**config.mk**
```make
export PLATFORM = sky130hd
export DESIGN_NAME = audio_packet_reorder_window
export DESIGN_NICKNAME = d
export VERILOG_FILES = /design/src/sv/aprw_pkg.sv /design/src/sv/aprw_fifo.sv /design/src/sv/aprw_back.sv /design/src/sv/audio_packet_reorder_window.sv
export VERILOG_INCLUDE_DIRS = /design/src /design/src/sv
export SDC_FILE = /design/constraint.sdc
export NUM_CORES = 2
export LEC_CHECK = 0
export BUFFER_PORTS_ARGS = -buffer_cell sky130_fd_sc_hd__buf_2
export CELL_PAD_IN_SITES_DETAIL_PLACEMENT = 0
export CELL_PAD_IN_SITES_GLOBAL_PLACEMENT = 2
export CORE_MARGIN = 4
export CORE_UTILIZATION = 45
export DETAILED_ROUTE_END_ITERATION = 7
export GPL_TIMING_DRIVEN = 0
export PLACE_DENSITY = 0.8
export SLEW_MARGIN = 25
export SYNTH_ARGS = -nofsm -noshare
export SYNTH_HDL_FRONTEND = slang
export SYNTH_HIERARCHICAL = 1
export SYNTH_SLANG_ARGS = --single-unit
export TNS_END_PERCENT = 5
```
**constraint.sdc**
```tcl
create_clock -name clk_i -period 9.8 [get_ports clk_i]
set_input_delay 0 -clock clk_i [delete_from_list [all_inputs] [get_ports clk_i]]
set_output_delay 0 -clock clk_i [all_outputs]
set_load 0.05 [all_outputs]
```
**src/sv/audio_packet_reorder_window_defines.svh**
```systemverilog
// Assertion macros used by the reorder window back part.
// No dependencies.
`ifndef AUDIO_PACKET_REORDER_WINDOW_DEFINES_SVH
`define AUDIO_PACKET_REORDER_WINDOW_DEFINES_SVH
// implication checked every edge outside reset
`define APRW_ASSERT_IMP(lbl, ante, cons, msg) \
  lbl: assert property (@(posedge clk_i) disable iff (!rst_ni) (ante) |-> (cons)) \
    else $error(msg);
// next-cycle implication
`define APRW_ASSERT_NXT(lbl, ante, cons, msg) \
  lbl: assert property (@(posedge clk_i) disable iff (!rst_ni) (ante) |=> (cons)) \
    else $error(msg);
`endif

```
**src/sv/aprw_pkg.sv**
```systemverilog
// Package for the audio packet reorder window: constants, types, helpers.
// No dependencies.
package aprw_pkg;
  localparam int unsigned WindowDef = 16;
  localparam int unsigned SeqW = 16;
  localparam int unsigned HandleW = 32;
  localparam int unsigned GapW = 15;
  localparam int unsigned ConcW = 6;
  localparam int unsigned ConcealCap = 32;
  localparam logic [GapW-1:0] ResetGapRst = 15'd128;
  localparam logic [ConcW-1:0] MaxConcRst = 6'd8;
  localparam logic [0:0] RegResetGap = 1'b0;
  localparam logic [0:0] RegMaxConc = 1'b1;
  localparam logic FuncPush = 1'b0;
  localparam logic FuncClear = 1'b1;
  localparam logic KindPacket = 1'b0;
  localparam logic KindMissing = 1'b1;

  typedef enum logic [2:0] {
    StIdle, StDrain, StFindGap, StConceal, StFinish
  } back_state_e;

  // one queued request between front and back
  typedef struct packed {
    logic              func;
    logic [SeqW-1:0]   seq;
    logic [HandleW-1:0] handle;
  } req_t;
endpackage

```
**src/sv/aprw_fifo.sv**
```systemverilog
// Two-entry request queue between front and back part.
// Depends on aprw_pkg.
module aprw_fifo (
  input  logic           clk_i,
  input  logic           rst_ni,
  input  logic           push_i,
  input  aprw_pkg::req_t wdata_i,
  output logic           full_o,
  input  logic           pop_i,
  output aprw_pkg::req_t rdata_o,
  output logic           empty_o
);
  aprw_pkg::req_t mem_q [2];
  logic       wp_q, rp_q;
  logic [1:0] cnt_q;

  assign full_o  = cnt_q == 2'd2;
  assign empty_o = cnt_q == 2'd0;
  assign rdata_o = mem_q[rp_q];

  always_ff @(posedge clk_i) begin
    if (push_i && !full_o) mem_q[wp_q] <= wdata_i;
  end

  always_ff @(posedge clk_i or negedge rst_ni) begin
    if (!rst_ni) begin
      wp_q <= 1'b0; rp_q <= 1'b0; cnt_q <= 2'd0;
    end else begin
      if (push_i && !full_o) wp_q <= ~wp_q;
      if (pop_i && !empty_o) rp_q <= ~rp_q;
      cnt_q <= cnt_q + {1'b0, push_i && !full_o} - {1'b0, pop_i && !empty_o};
    end
  end
endmodule

```
**src/sv/aprw_back.sv**
```systemverilog
// Back part: holds the window store, drains it in order and skips gaps.
// Depends on aprw_pkg and the defines header.
`include "audio_packet_reorder_window_defines.svh"
module aprw_back #(
  parameter int unsigned Window = aprw_pkg::WindowDef
) (
  input  logic                         clk_i,
  input  logic                         rst_ni,
  input  logic [aprw_pkg::GapW-1:0]    reset_gap_i,
  input  logic [aprw_pkg::ConcW-1:0]   max_conceal_i,
  input  logic                         req_valid_i,
  input  aprw_pkg::req_t               req_i,
  output logic                         req_pop_o,
  output logic                         out_valid_o,
  input  logic                         out_ready_i,
  output logic                         kind_o,
  output logic [aprw_pkg::SeqW-1:0]    out_seq_o,
  output logic [aprw_pkg::HandleW-1:0] out_handle_o,
  output logic                         last_o
);
  localparam int unsigned IdxW = (Window > 1) ? $clog2(Window) : 1;
  localparam int unsigned CntW = $clog2(Window + 1);
  localparam logic [IdxW-1:0] LastIdx = IdxW'(Window - 1);
  localparam logic [CntW-1:0] FullCnt = CntW'(Window);
  localparam int unsigned SW = aprw_pkg::SeqW;
  localparam int unsigned HW = aprw_pkg::HandleW;
  localparam int unsigned CW = aprw_pkg::ConcW;
  localparam logic [CW-1:0] CapMax = CW'(aprw_pkg::ConcealCap);

  aprw_pkg::back_state_e state_q, state_d;
  logic [Window-1:0] valid_q, valid_d;
  logic [SW-1:0]     seq_q [Window];
  logic [HW-1:0]     hdl_q [Window];
  logic              synced_q, synced_d;
  logic [SW-1:0]     exp_q, exp_d;
  logic [CntW-1:0]   held_q, held_d;
  logic [IdxW-1:0]   idx_q, idx_d;
  logic              have_q, have_d;
  logic [SW-1:0]     near_q, near_d;
  logic [CW-1:0]     cnt_q, cnt_d;
  // pending result: held back until the next one exists or the request ends
  logic              pv_q, pv_d, pk_q, pk_d;
  logic [SW-1:0]     ps_q, ps_d;
  logic [HW-1:0]     ph_q, ph_d;
  // output register
  logic              ov_q, ov_d, ok_q, ok_d, ol_q, ol_d;
  logic [SW-1:0]     os_q, os_d;
  logic [HW-1:0]     oh_q, oh_d;

  logic              out_free, can_emit, emit, flush, wr_en;
  logic              e_kind;
  logic [SW-1:0]     e_seq;
  logic [HW-1:0]     e_hdl;
  logic [Window-1:0] base_valid, seq_match, exp_match;
  logic [IdxW-1:0]   free_idx, hit_idx;
  logic              hit, resync;
  logic [SW-1:0]     start_exp, dist_in, qd;
  logic [CW-1:0]     cap_w;

  assign out_free = !ov_q || out_ready_i;
  assign can_emit = !pv_q || out_free;

  always_comb begin
    for (int i = 0; i < int'(Window); i++) begin
      seq_match[i] = seq_q[i] == req_i.seq;
      exp_match[i] = valid_q[i] && (seq_q[i] == exp_q);
    end
  end

  // classify the request at the queue head
  assign start_exp  = synced_q ? exp_q : req_i.seq;
  assign dist_in    = req_i.seq - start_exp;
  assign resync     = !dist_in[SW-1] && (dist_in > {1'b0, reset_gap_i});
  assign base_valid = resync ? '0 : valid_q;

  // lowest free slot
  always_comb begin
    free_idx = '0;
    for (int i = int'(Window) - 1; i >= 0; i--) begin
      if (!base_valid[i]) free_idx = IdxW'(i);
    end
  end

  // slot holding the expected number
  always_comb begin
    hit_idx = '0;
    for (int i = int'(Window) - 1; i >= 0; i--) begin
      if (exp_match[i]) hit_idx = IdxW'(i);
    end
  end
  assign hit = |exp_match;

  assign qd    = seq_q[idx_q] - exp_q;
  assign cap_w = (max_conceal_i > CapMax) ? CapMax : max_conceal_i;

  always_comb begin
    state_d = state_q; valid_d = valid_q; synced_d = synced_q; exp_d = exp_q;
    held_d = held_q; idx_d = idx_q; have_d = have_q; near_d = near_q; cnt_d = cnt_q;
    req_pop_o = 1'b0; wr_en = 1'b0; emit = 1'b0; flush = 1'b0;
    e_kind = aprw_pkg::KindPacket; e_seq = '0; e_hdl = '0;
    unique case (state_q)
      aprw_pkg::StIdle: begin
        if (req_valid_i) begin
          req_pop_o = 1'b1;
          if (req_i.func == aprw_pkg::FuncClear) begin
            valid_d = '0; synced_d = 1'b0; exp_d = '0; held_d = '0;
          end else begin
            synced_d = 1'b1;
            exp_d = start_exp;
            if (!dist_in[SW-1]) begin
              if (resync) begin
                exp_d = req_i.seq; valid_d = '0; held_d = '0;
              end
              // duplicates of a held number are dropped
              if ((base_valid & seq_match) == '0) begin
                wr_en = 1'b1;
                valid_d = base_valid;
                valid_d[free_idx] = 1'b1;
                held_d = (resync ? '0 : held_q) + CntW'(1);
                state_d = aprw_pkg::StDrain;
              end
            end
          end
        end
      end
      aprw_pkg::StDrain: begin
        if (hit) begin
          if (can_emit) begin
            emit = 1'b1; e_kind = aprw_pkg::KindPacket; e_seq = exp_q;
            e_hdl = hdl_q[hit_idx];
            valid_d[hit_idx] = 1'b0; held_d = held_q - CntW'(1);
            exp_d = exp_q + SW'(1);
          end
        end else if (held_q == FullCnt) begin
          state_d = aprw_pkg::StFindGap; idx_d = '0; have_d = 1'b0; near_d = '0;
        end else begin
          state_d = aprw_pkg::StFinish;
        end
      end
      aprw_pkg::StFindGap: begin
        if (valid_q[idx_q] && qd != '0 && !qd[SW-1] && (!have_q || qd < near_q)) begin
          near_d = qd; have_d = 1'b1;
        end
        if (idx_q == LastIdx) begin
          idx_d = '0;
          if (have_d) begin
            state_d = aprw_pkg::StConceal; cnt_d = '0;
          end else begin
            state_d = aprw_pkg::StFinish;
          end
        end else begin
          idx_d = idx_q + IdxW'(1);
        end
      end
      aprw_pkg::StConceal: begin
        if (({{(SW-CW){1'b0}}, cnt_q} < near_q) && (cnt_q < cap_w)) begin
          if (can_emit) begin
            emit = 1'b1; e_kind = aprw_pkg::KindMissing;
            e_seq = exp_q + {{(SW-CW){1'b0}}, cnt_q}; e_hdl = '0;
            cnt_d = cnt_q + CW'(1);
          end
        end else begin
          exp_d = exp_q + near_q; state_d = aprw_pkg::StDrain;
        end
      end
      aprw_pkg::StFinish: begin
        // the pending result is the final one of this request
        if (!pv_q) begin
          state_d = aprw_pkg::StIdle;
        end else if (out_free) begin
          flush = 1'b1; state_d = aprw_pkg::StIdle;
        end
      end
      default: state_d = aprw_pkg::StIdle;
    endcase
  end

  always_comb begin
    pv_d = pv_q; pk_d = pk_q; ps_d = ps_q; ph_d = ph_q;
    ov_d = ov_q && !out_ready_i; ok_d = ok_q; os_d = os_q; oh_d = oh_q; ol_d = ol_q;
    if (emit) begin
      if (pv_q) begin
        ov_d = 1'b1; ok_d = pk_q; os_d = ps_q; oh_d = ph_q; ol_d = 1'b0;
      end
      pv_d = 1'b1; pk_d = e_kind; ps_d = e_seq; ph_d = e_hdl;
    end else if (flush) begin
      ov_d = 1'b1; ok_d = pk_q; os_d = ps_q; oh_d = ph_q; ol_d = 1'b1; pv_d = 1'b0;
    end
  end

  always_ff @(posedge clk_i) begin
    if (wr_en) begin
      seq_q[free_idx] <= req_i.seq;
      hdl_q[free_idx] <= req_i.handle;
    end
  end

  always_ff @(posedge clk_i or negedge rst_ni) begin
    if (!rst_ni) begin
      state_q <= aprw_pkg::StIdle; valid_q <= '0; synced_q <= 1'b0; exp_q <= '0;
      held_q <= '0; idx_q <= '0; have_q <= 1'b0; near_q <= '0; cnt_q <= '0;
      pv_q <= 1'b0; pk_q <= 1'b0; ps_q <= '0; ph_q <= '0;
      ov_q <= 1'b0; ok_q <= 1'b0; ol_q <= 1'b0; os_q <= '0; oh_q <= '0;
    end else begin
      state_q <= state_d; valid_q <= valid_d; synced_q <= synced_d; exp_q <= exp_d;
      held_q <= held_d; idx_q <= idx_d; have_q <= have_d; near_q <= near_d;
      cnt_q <= cnt_d;
      pv_q <= pv_d; pk_q <= pk_d; ps_q <= ps_d; ph_q <= ph_d;
      ov_q <= ov_d; ok_q <= ok_d; ol_q <= ol_d; os_q <= os_d; oh_q <= oh_d;
    end
  end

  assign out_valid_o  = ov_q;
  assign kind_o       = ok_q;
  assign out_seq_o    = os_q;
  assign out_handle_o = oh_q;
  assign last_o       = ol_q;

  `APRW_ASSERT_IMP(a_held_bound, 1'b1, held_q <= FullCnt, "held count above window")
  `APRW_ASSERT_IMP(a_pop_idle, req_pop_o, state_q == aprw_pkg::StIdle,
                   "request taken while busy")
  `APRW_ASSERT_NXT(a_clear, req_pop_o && req_i.func == aprw_pkg::FuncClear,
                   valid_q == '0 && !synced_q, "clear left state")
  `APRW_ASSERT_IMP(a_idle_flushed, state_q == aprw_pkg::StIdle, !pv_q,
                   "pending result left at idle")
  `APRW_ASSERT_NXT(a_out_hold, out_valid_o && !out_ready_i,
                   out_valid_o && $stable(kind_o) && $stable(out_seq_o) &&
                   $stable(out_handle_o) && $stable(last_o),
                   "result changed while stalled")
endmodule

```
**src/sv/audio_packet_reorder_window.sv**
```systemverilog
// Top level of the audio packet reorder window: APB registers, queue, back part.
// Depends on aprw_pkg, aprw_fifo, aprw_back.
//
//  channel | dir | handshake          | payload
//  in      | in  | in_valid/in_ready  | func, seq_number, payload_handle
//  out     | out | out_valid/out_ready| kind, out_seq, out_handle, last
//  cfg     | in  | psel/penable/pwrite| paddr, pwdata, prdata
//
// A request is taken into a two-entry queue and reaches the back part when it is idle.
// Classify and store happen in the idle state; clears and drops end there. A stored
// packet then releases held packets in order, finds no further match and passes
// a finish state; a full store adds a gap search over every slot, missing markers
// and a return to draining. Reset clears valid bits and sync at once.
// Results wait in a pending and an output register; a stalled output holds the
// back part and a full queue stalls the input.
module audio_packet_reorder_window #(
  parameter int unsigned Window = aprw_pkg::WindowDef
) (
  input  logic        clk_i,
  input  logic        rst_ni,
  input  logic        in_valid_i,
  output logic        in_ready_o,
  input  logic        func_i,
  input  logic [15:0] seq_number_i,
  input  logic [31:0] payload_handle_i,
  output logic        out_valid_o,
  input  logic        out_ready_i,
  output logic        kind_o,
  output logic [15:0] out_seq_o,
  output logic [31:0] out_handle_o,
  output logic        last_o,
  input  logic        psel,
  input  logic        penable,
  input  logic        pwrite,
  input  logic [2:0]  paddr,
  input  logic [31:0] pwdata,
  output logic [31:0] prdata,
  output logic        pready
);
  logic [aprw_pkg::GapW-1:0]  reset_gap_q;
  logic [aprw_pkg::ConcW-1:0] max_conceal_q;
  aprw_pkg::req_t req_w, req_r;
  logic full, empty, pop;

  assign pready = 1'b1;
  always_ff @(posedge clk_i or negedge rst_ni) begin
    if (!rst_ni) begin
      reset_gap_q <= aprw_pkg::ResetGapRst; max_conceal_q <= aprw_pkg::MaxConcRst;
    end else if (psel && penable && pwrite) begin
      if (paddr == {aprw_pkg::RegResetGap, 2'b00}) reset_gap_q <= pwdata[14:0];
      else if (paddr == {aprw_pkg::RegMaxConc, 2'b00}) max_conceal_q <= pwdata[5:0];
    end
  end
  always_comb begin
    prdata = '0;
    if (paddr == {aprw_pkg::RegResetGap, 2'b00}) prdata = {17'd0, reset_gap_q};
    else if (paddr == {aprw_pkg::RegMaxConc, 2'b00}) prdata = {26'd0, max_conceal_q};
  end

  assign req_w = '{func: func_i, seq: seq_number_i, handle: payload_handle_i};
  assign in_ready_o = !full;

  aprw_fifo u_fifo (
    .clk_i, .rst_ni, .push_i(in_valid_i), .wdata_i(req_w), .full_o(full),
    .pop_i(pop), .rdata_o(req_r), .empty_o(empty)
  );

  aprw_back #(.Window(Window)) u_back (
    .clk_i, .rst_ni, .reset_gap_i(reset_gap_q), .max_conceal_i(max_conceal_q),
    .req_valid_i(!empty), .req_i(req_r), .req_pop_o(pop),
    .out_valid_o, .out_ready_i, .kind_o, .out_seq_o, .out_handle_o, .last_o
  );
endmodule
```
Word-level counts from Yosys, hierarchy flattened
Memories as Yosys holds them, arrays and structs flattened.
Cells that the tools add are included.

word-level totals
  flip-flop bits (word level) = 194
  memory bits (writable) = 866
  input bits = 91
  word-level logic and storage cells = 313
  memories kept = 3

operators by class
  add/subtract/negate cells = 11
  $lt $le $gt $ge = 10
  equal/unequal tests = 57
  multiplexer cells = 141
  bitwise gates (word level) = 8
  reductions and logical operators = 60

memory list
  name          words  width  read ports  clocked after memory_dff  write ports  line             text
  u_back.hdl_q  16     32     1           0                         1            aprw_back.sv:33  logic [HW-1:0] hdl_q [Window];
  u_back.seq_q  16     16     17          0                         1            aprw_back.sv:32  logic [SW-1:0] seq_q [Window];
  u_fifo.mem_q  2      49     1           0                         1            aprw_fifo.sv:13  aprw_pkg::req_t mem_q [2];

operator list
  kind                                                    count
  == test 16 bit                                          32
  two-way mux 16 bit                                      25
  two-way mux 32 bit                                      6
  two-way mux 4 bit                                       35
  case mux 16 bit (2 select lines)                        3
  case mux 16 bit (3 select lines)                        1
  two-way mux 1 bit                                       37
  two-way mux 6 bit                                       6
  two-way mux 5 bit                                       7
  two-way mux 3 bit                                       11
  bitwise AND 16 bit                                      2
  subtractor 16 bit                                       2
  logical AND 1 bit                                       28
  inequality test 2 x 1 -> 1 bit (second input constant)  10
  adder 16 x 1 -> 16 bit (second input constant)          1
  adder 16 bit                                            1
  adder 16 x 6 -> 16 bit                                  1
  greater-than comparator 16 x 15 -> 1 bit                1
  logical NOT 16 bit                                      1
  < comparator 16 bit                                     1
  < comparator 6 x 16 -> 1 bit                            1
  inverter 16 bit                                         1
  OR 16 bit                                               1
  nonzero test 16 bit                                     1
  other kinds (39)                                        72

Logic depth before layout (Yosys ltp)
An unclocked memory read counts as a cell.

  depth after elaboration = 32
  gate-level depth with buffers = 34
  gate-level depth less buffers = 29

Modules after synthesis
Netlist, hierarchy kept.

modules (own cells, without submodules)
  module                       times used  cells an instance  area each (µm²)  sequential area each (µm²)
  aprw_back                    1           3881               48086.1          27291.2
  aprw_fifo                    1           173                3995.1           3042.9
  audio_packet_reorder_window  1           94                 1193.6           528.0

Least setup slack after synthesis
OpenSTA, ideal clock, no wires.

  path type = register -> register
  start point = reg u_fifo.rp_q
  end point = mem u_back/hdl_q[14][0] in the netlist's numbering (enable)
  setup time = 454 ps
  data arrival time = 8066 ps
  data required time = 9346 ps
  setup slack = 1280 ps
  stages on the path, launching flop included = 30
  path buffers = 5
  cell sequence = dfrtp_1 -> buf_6 -> buf_12 -> mux2_4 -> clkbuf_1 -> buf_2 -> inv_1 -> o21ai_0 -> ha_1 -> fa_1 -> nor2b_1 -> o21ai_0 -> a21boi_0 -> o21ai_0 -> a21boi_0 -> o21ai_0 -> a21boi_0 -> o21ai_0 -> nand2b_1 -> xor2_1 -> ha_1 -> a21o_1 -> a211oi_1 -> o221ai_1 -> a221oi_1 -> nor2_1 -> or4_1 -> or4_1 -> clkbuf_1 -> nor2_1

RTL lines
  element                 line             text
  from (decl)             aprw_fifo.sv:14  logic wp_q, rp_q;
  from (signal assigned)  aprw_fifo.sv:30  if (pop_i && !empty_o) rp_q <= ~rp_q;
  to (decl)               aprw_back.sv:33

==> impl_metrics.json <==
{
  "synth_compound_area_share_pct": 8.48,
  "ys_seq_area_share_pct": 57.9,
  "grt_usage_pct": 33.7,
  "syn_area_per_cell_um2": 12.8,
  "muxShareOfSynthArea_pct": 8.04,
  "drtIter0Drc": 5793,
  "cts_buffers": 113,
  "synth.most_common_cell": "edfxtp_1",
  "ff2ff_setup_slack_ps": 400,
  "portBuffers": 139,
  "dr.pass1.iters": 8,
  "clkTransAtPathRegs_ps": 60,
  "seq_power_share_pct": 33.4,
  "yosys.area_share.simple_pct": 10.6,
  "finalHoldViolCount": 0,
  "holdCritPathClass": "input port to register",
  "area_growth_pct": 17.5,
  "synth_top_family_by_area": "simple AND/OR/NAND/NOR gates",
  "synth_adder_area_share_pct": 2.45,
  "slew_headroom_pct": 16.4,
  "final-setup-viol-count": 0,
  "fin_crit_sh_pct": 95.9,
  "hold_slack_ps": 49.1,
  "clock_latency_ps": 730,
  "vias": 39700,
  "slowest_stage": "buf_2",
  "antenna_left": 0,
  "worstMarginPinSlew_ps": 1250,
  "clk_path_buf_depth": 3,
  "die_x_um": 352,
  "routabilityCongestion": 1.06,
  "start_kind": "register",
  "grt_pass1_vias": 37500,
  "path_class": "register to register",
  "powerDensity_nw_per_um2": 285,
  "synth_common_cells": "edfxtp_1 (866), nand2_1 (292), xor2_1 (283), xnor2_1 (268), dfrtp_1 (192)",
  "max_stage_delay_ps": 590,
  "grt_busiest_layer": "met1",
  "grt_pass1_wl_mm": 295,
  "wire_per_inst_um": 34.5,
  "layout_min_cycle_time_ps": 9400,
  "row_count": 125,
  "drv_cap": 0,
  "pin_count": 176,
  "synth_top_area_share_pct": 48.8,
  "sw_frac_of_total_pct": 41.2,
  "viasPerCell": 6.37,
  "crit_start": "u_fifo/rp_q$_DFFE_PN0P_",
  "synth_top_flop_cell": "edfxtp_1",
  "timing.rr.start": "u_fifo/rp_q$_DFFE_PN0P_",
  "grt_overflow_total": 0,
  "rsz0062_at_grt": "no",
  "power.switching_uw": 7370,
  "cp_max_fo": 18,
  "hpwl_mm": 153,
  "cp-end-kind": "register",
  "clock_sinks": 1060,
  "drive_gt1_share_pct": 17.0,
  "synth_cell_type_count": 114,
  "core_area_um2": 117000,
  "synthXorXnorAreaFrac_pct": 9.15,
  "ys_warn_count": 6,
  "use_met2_pct": 48.7,
  "p_clk_share_pct": 24.0,
  "min_from": "seq_number_i[13]",
  "nNetsFinal": 4807,
  "cell_internal_pwr_uw": 10500,
  "drt_drc_violations_left": 1,
  "synthTopCellsByArea": "edfxtp_1 (49%), dfrtp_1 (9.0%), xor2_1 (4.7%), xnor2_1 (4.4%), mux2i_1 (2.4%)",
  "cts_tree": "built",
  "clock-root-buffer": "clkbuf_16",
  "die_area_um2": 124000,
  "start_util_pct": 45.6,
  "grt_use_met1_pct": 49.0,
  "worstPathRequired_ps": 10200,
  "max_freq_ghz": 0.106,
  "totalWireLength_mm": 215,
  "synth_seq_cells": 1060,
  "worstPathArrival_ps": 9790,
  "setup_tns_ps": 0,
  "leakage_uw": 0.0227,
  "yosysTopAreaCell": "edfxtp_1",
  "fin_skew_ps": 57.7,
  "antenna_found_initial": 12,
  "synth_enable_flop_cells": 866,
  "htree_levels": 3,
  "die_h_um": 352,
  "grtUsageMet3_pct": 8.61,
  "ir_worst_vdd_mv": 0.189,
  "grt_max_degree": 76,
  "path_common_cell": "o21ai_0",
  "synthArstFlopShare_pct": 18.3,
  "combPwrFrac_pct": 42.7,
  "failed_checks": "design-rule violations",
  "slew_viol_final": 0,
  "syn-instance-count": 4148,
  "netlist_area_um2": 53300,
  "status": "finished with violations",
  "num-fill-cells": 9879
}
power by group through the flow:
stage,logic [uW],clock network (uW),registers [uW]
floorplan,4570,0,5910
global placement,7210,0,6050
detailed placement,7320,0,6030
CTS,7410,4330,5940
global route,8040,4530,5970
finish,7630,4280,5960
cells in the final DEF (no fill, tap or decap), drive strengths merged, types with 100 or more instances in the layout:
cell type / n
nor2: 186
o21ai: 159
inv: 110
a21oi: 121
nand2: 293
edfxtp: 866
clkbuf: 235
dlygate4sd3: 133
buf: 356
nand3: 100
nand4: 100
mux2i: 130
xor2: 283
mux2: 165
dfrtp: 192
xnor2: 271
per-stage QoR:
| stage | utilization (%) | power (uW) | cell area, um^2 | setup slack [ps] | instances |
|---|---|---|---|---|---|
| after floorplan | - | 10500 | 53300 | 1280 | 4164 |
| after global placement | 47.9 | 13300 | 55900 | -4260 | 5827 |
| after detailed placement | 49.2 | 13400 | 57500 | -456 | 5882 |
| after CTS | 53.6 | 17700 | 62600 | 12.4 | 6229 |
| after global routing | 53.6 | 18500 | 62600 | 85.7 | 6233 |
| final | 53.6 | 17900 | 62600 | 404 | 6235 |
sequential cells by signal (all words and copies together), names as in the netlist, 32 cells and up:
register             count
u_fifo/mem_q            98
u_back/hdl_q           512
u_back/ph_q             32
u_back/out_handle_o     32
u_back/seq_q           256
final timing paths:
check                           cells past startpoint                                   to
worst max-delay path                               30       u_back/seq_q[14][10]$_DFFE_PP_
worst min-delay path                                2        u_fifo/mem_q[0][45]$_DFFE_PP_
worst max register to register                     30       u_back/seq_q[14][10]$_DFFE_PP_
worst min register to register                      2          u_back/ph_q[22]$_DFFE_PN0P_
max in group asynchronous                           5  u_back/out_handle_o[29]$_DFFE_PN0P_
min in group asynchronous                           3         max_conceal_q[3]$_DFFE_PN1P_
logic make-up after synthesis:
logic type                 Yosys count
and+or+nand+nor                   1084
DFF                               1060
AOI/OAI and AO/OA                  661
xor gates and xnor gates           554
buffers and inverters              350
muxes                              335
adders and majority gates          102
other                                2
worst max-delay path, delay by kind of cell (launching register included):
family / cells / cell delay, ps
AO/OA/AOI/OAI: 11 / 2530
XOR/XNOR: 1 / 160
adder cells (fa/ha/maj): 2 / 650
buffers and inverters: 8 / 2400
flip-flops: 1 / 370
multiplexers: 2 / 720
AND/OR/NAND/NOR: 6 / 2100
layer usage:
metal | vias to the layer above | share of wire [%]
met5 | - | 0.0051
met4 | 2 | 4.5
met3 | 502 | 12
met2 | 2605 | 42
met1 | 20100 | 41
li1 | 16500 | -
layout make-up:
type                       count  area, um^2  area share (%)
clock inverter                61         606           0.967
timing repair buffer         337        3480            5.56
multi-input combinational   2754       20800            33.3
inverter                     110         413           0.659
clock buffer                 149        3100            4.96
sequential                  1060       30900            49.3
antenna                        2        5.00         0.00799
buffer                       238        1400            2.23
tap                         1524        1910            3.05
timing repair:
item                                    4_1_cts  5_1_grt
hold endpoints to repair                    273        0
setup buffers                                 4        5
hold buffers                                134        0
endpoints found under the setup margin      376      312
resized for setup                             0        2
pin swaps                                     1        1
(Power assumes the default switching activity.)
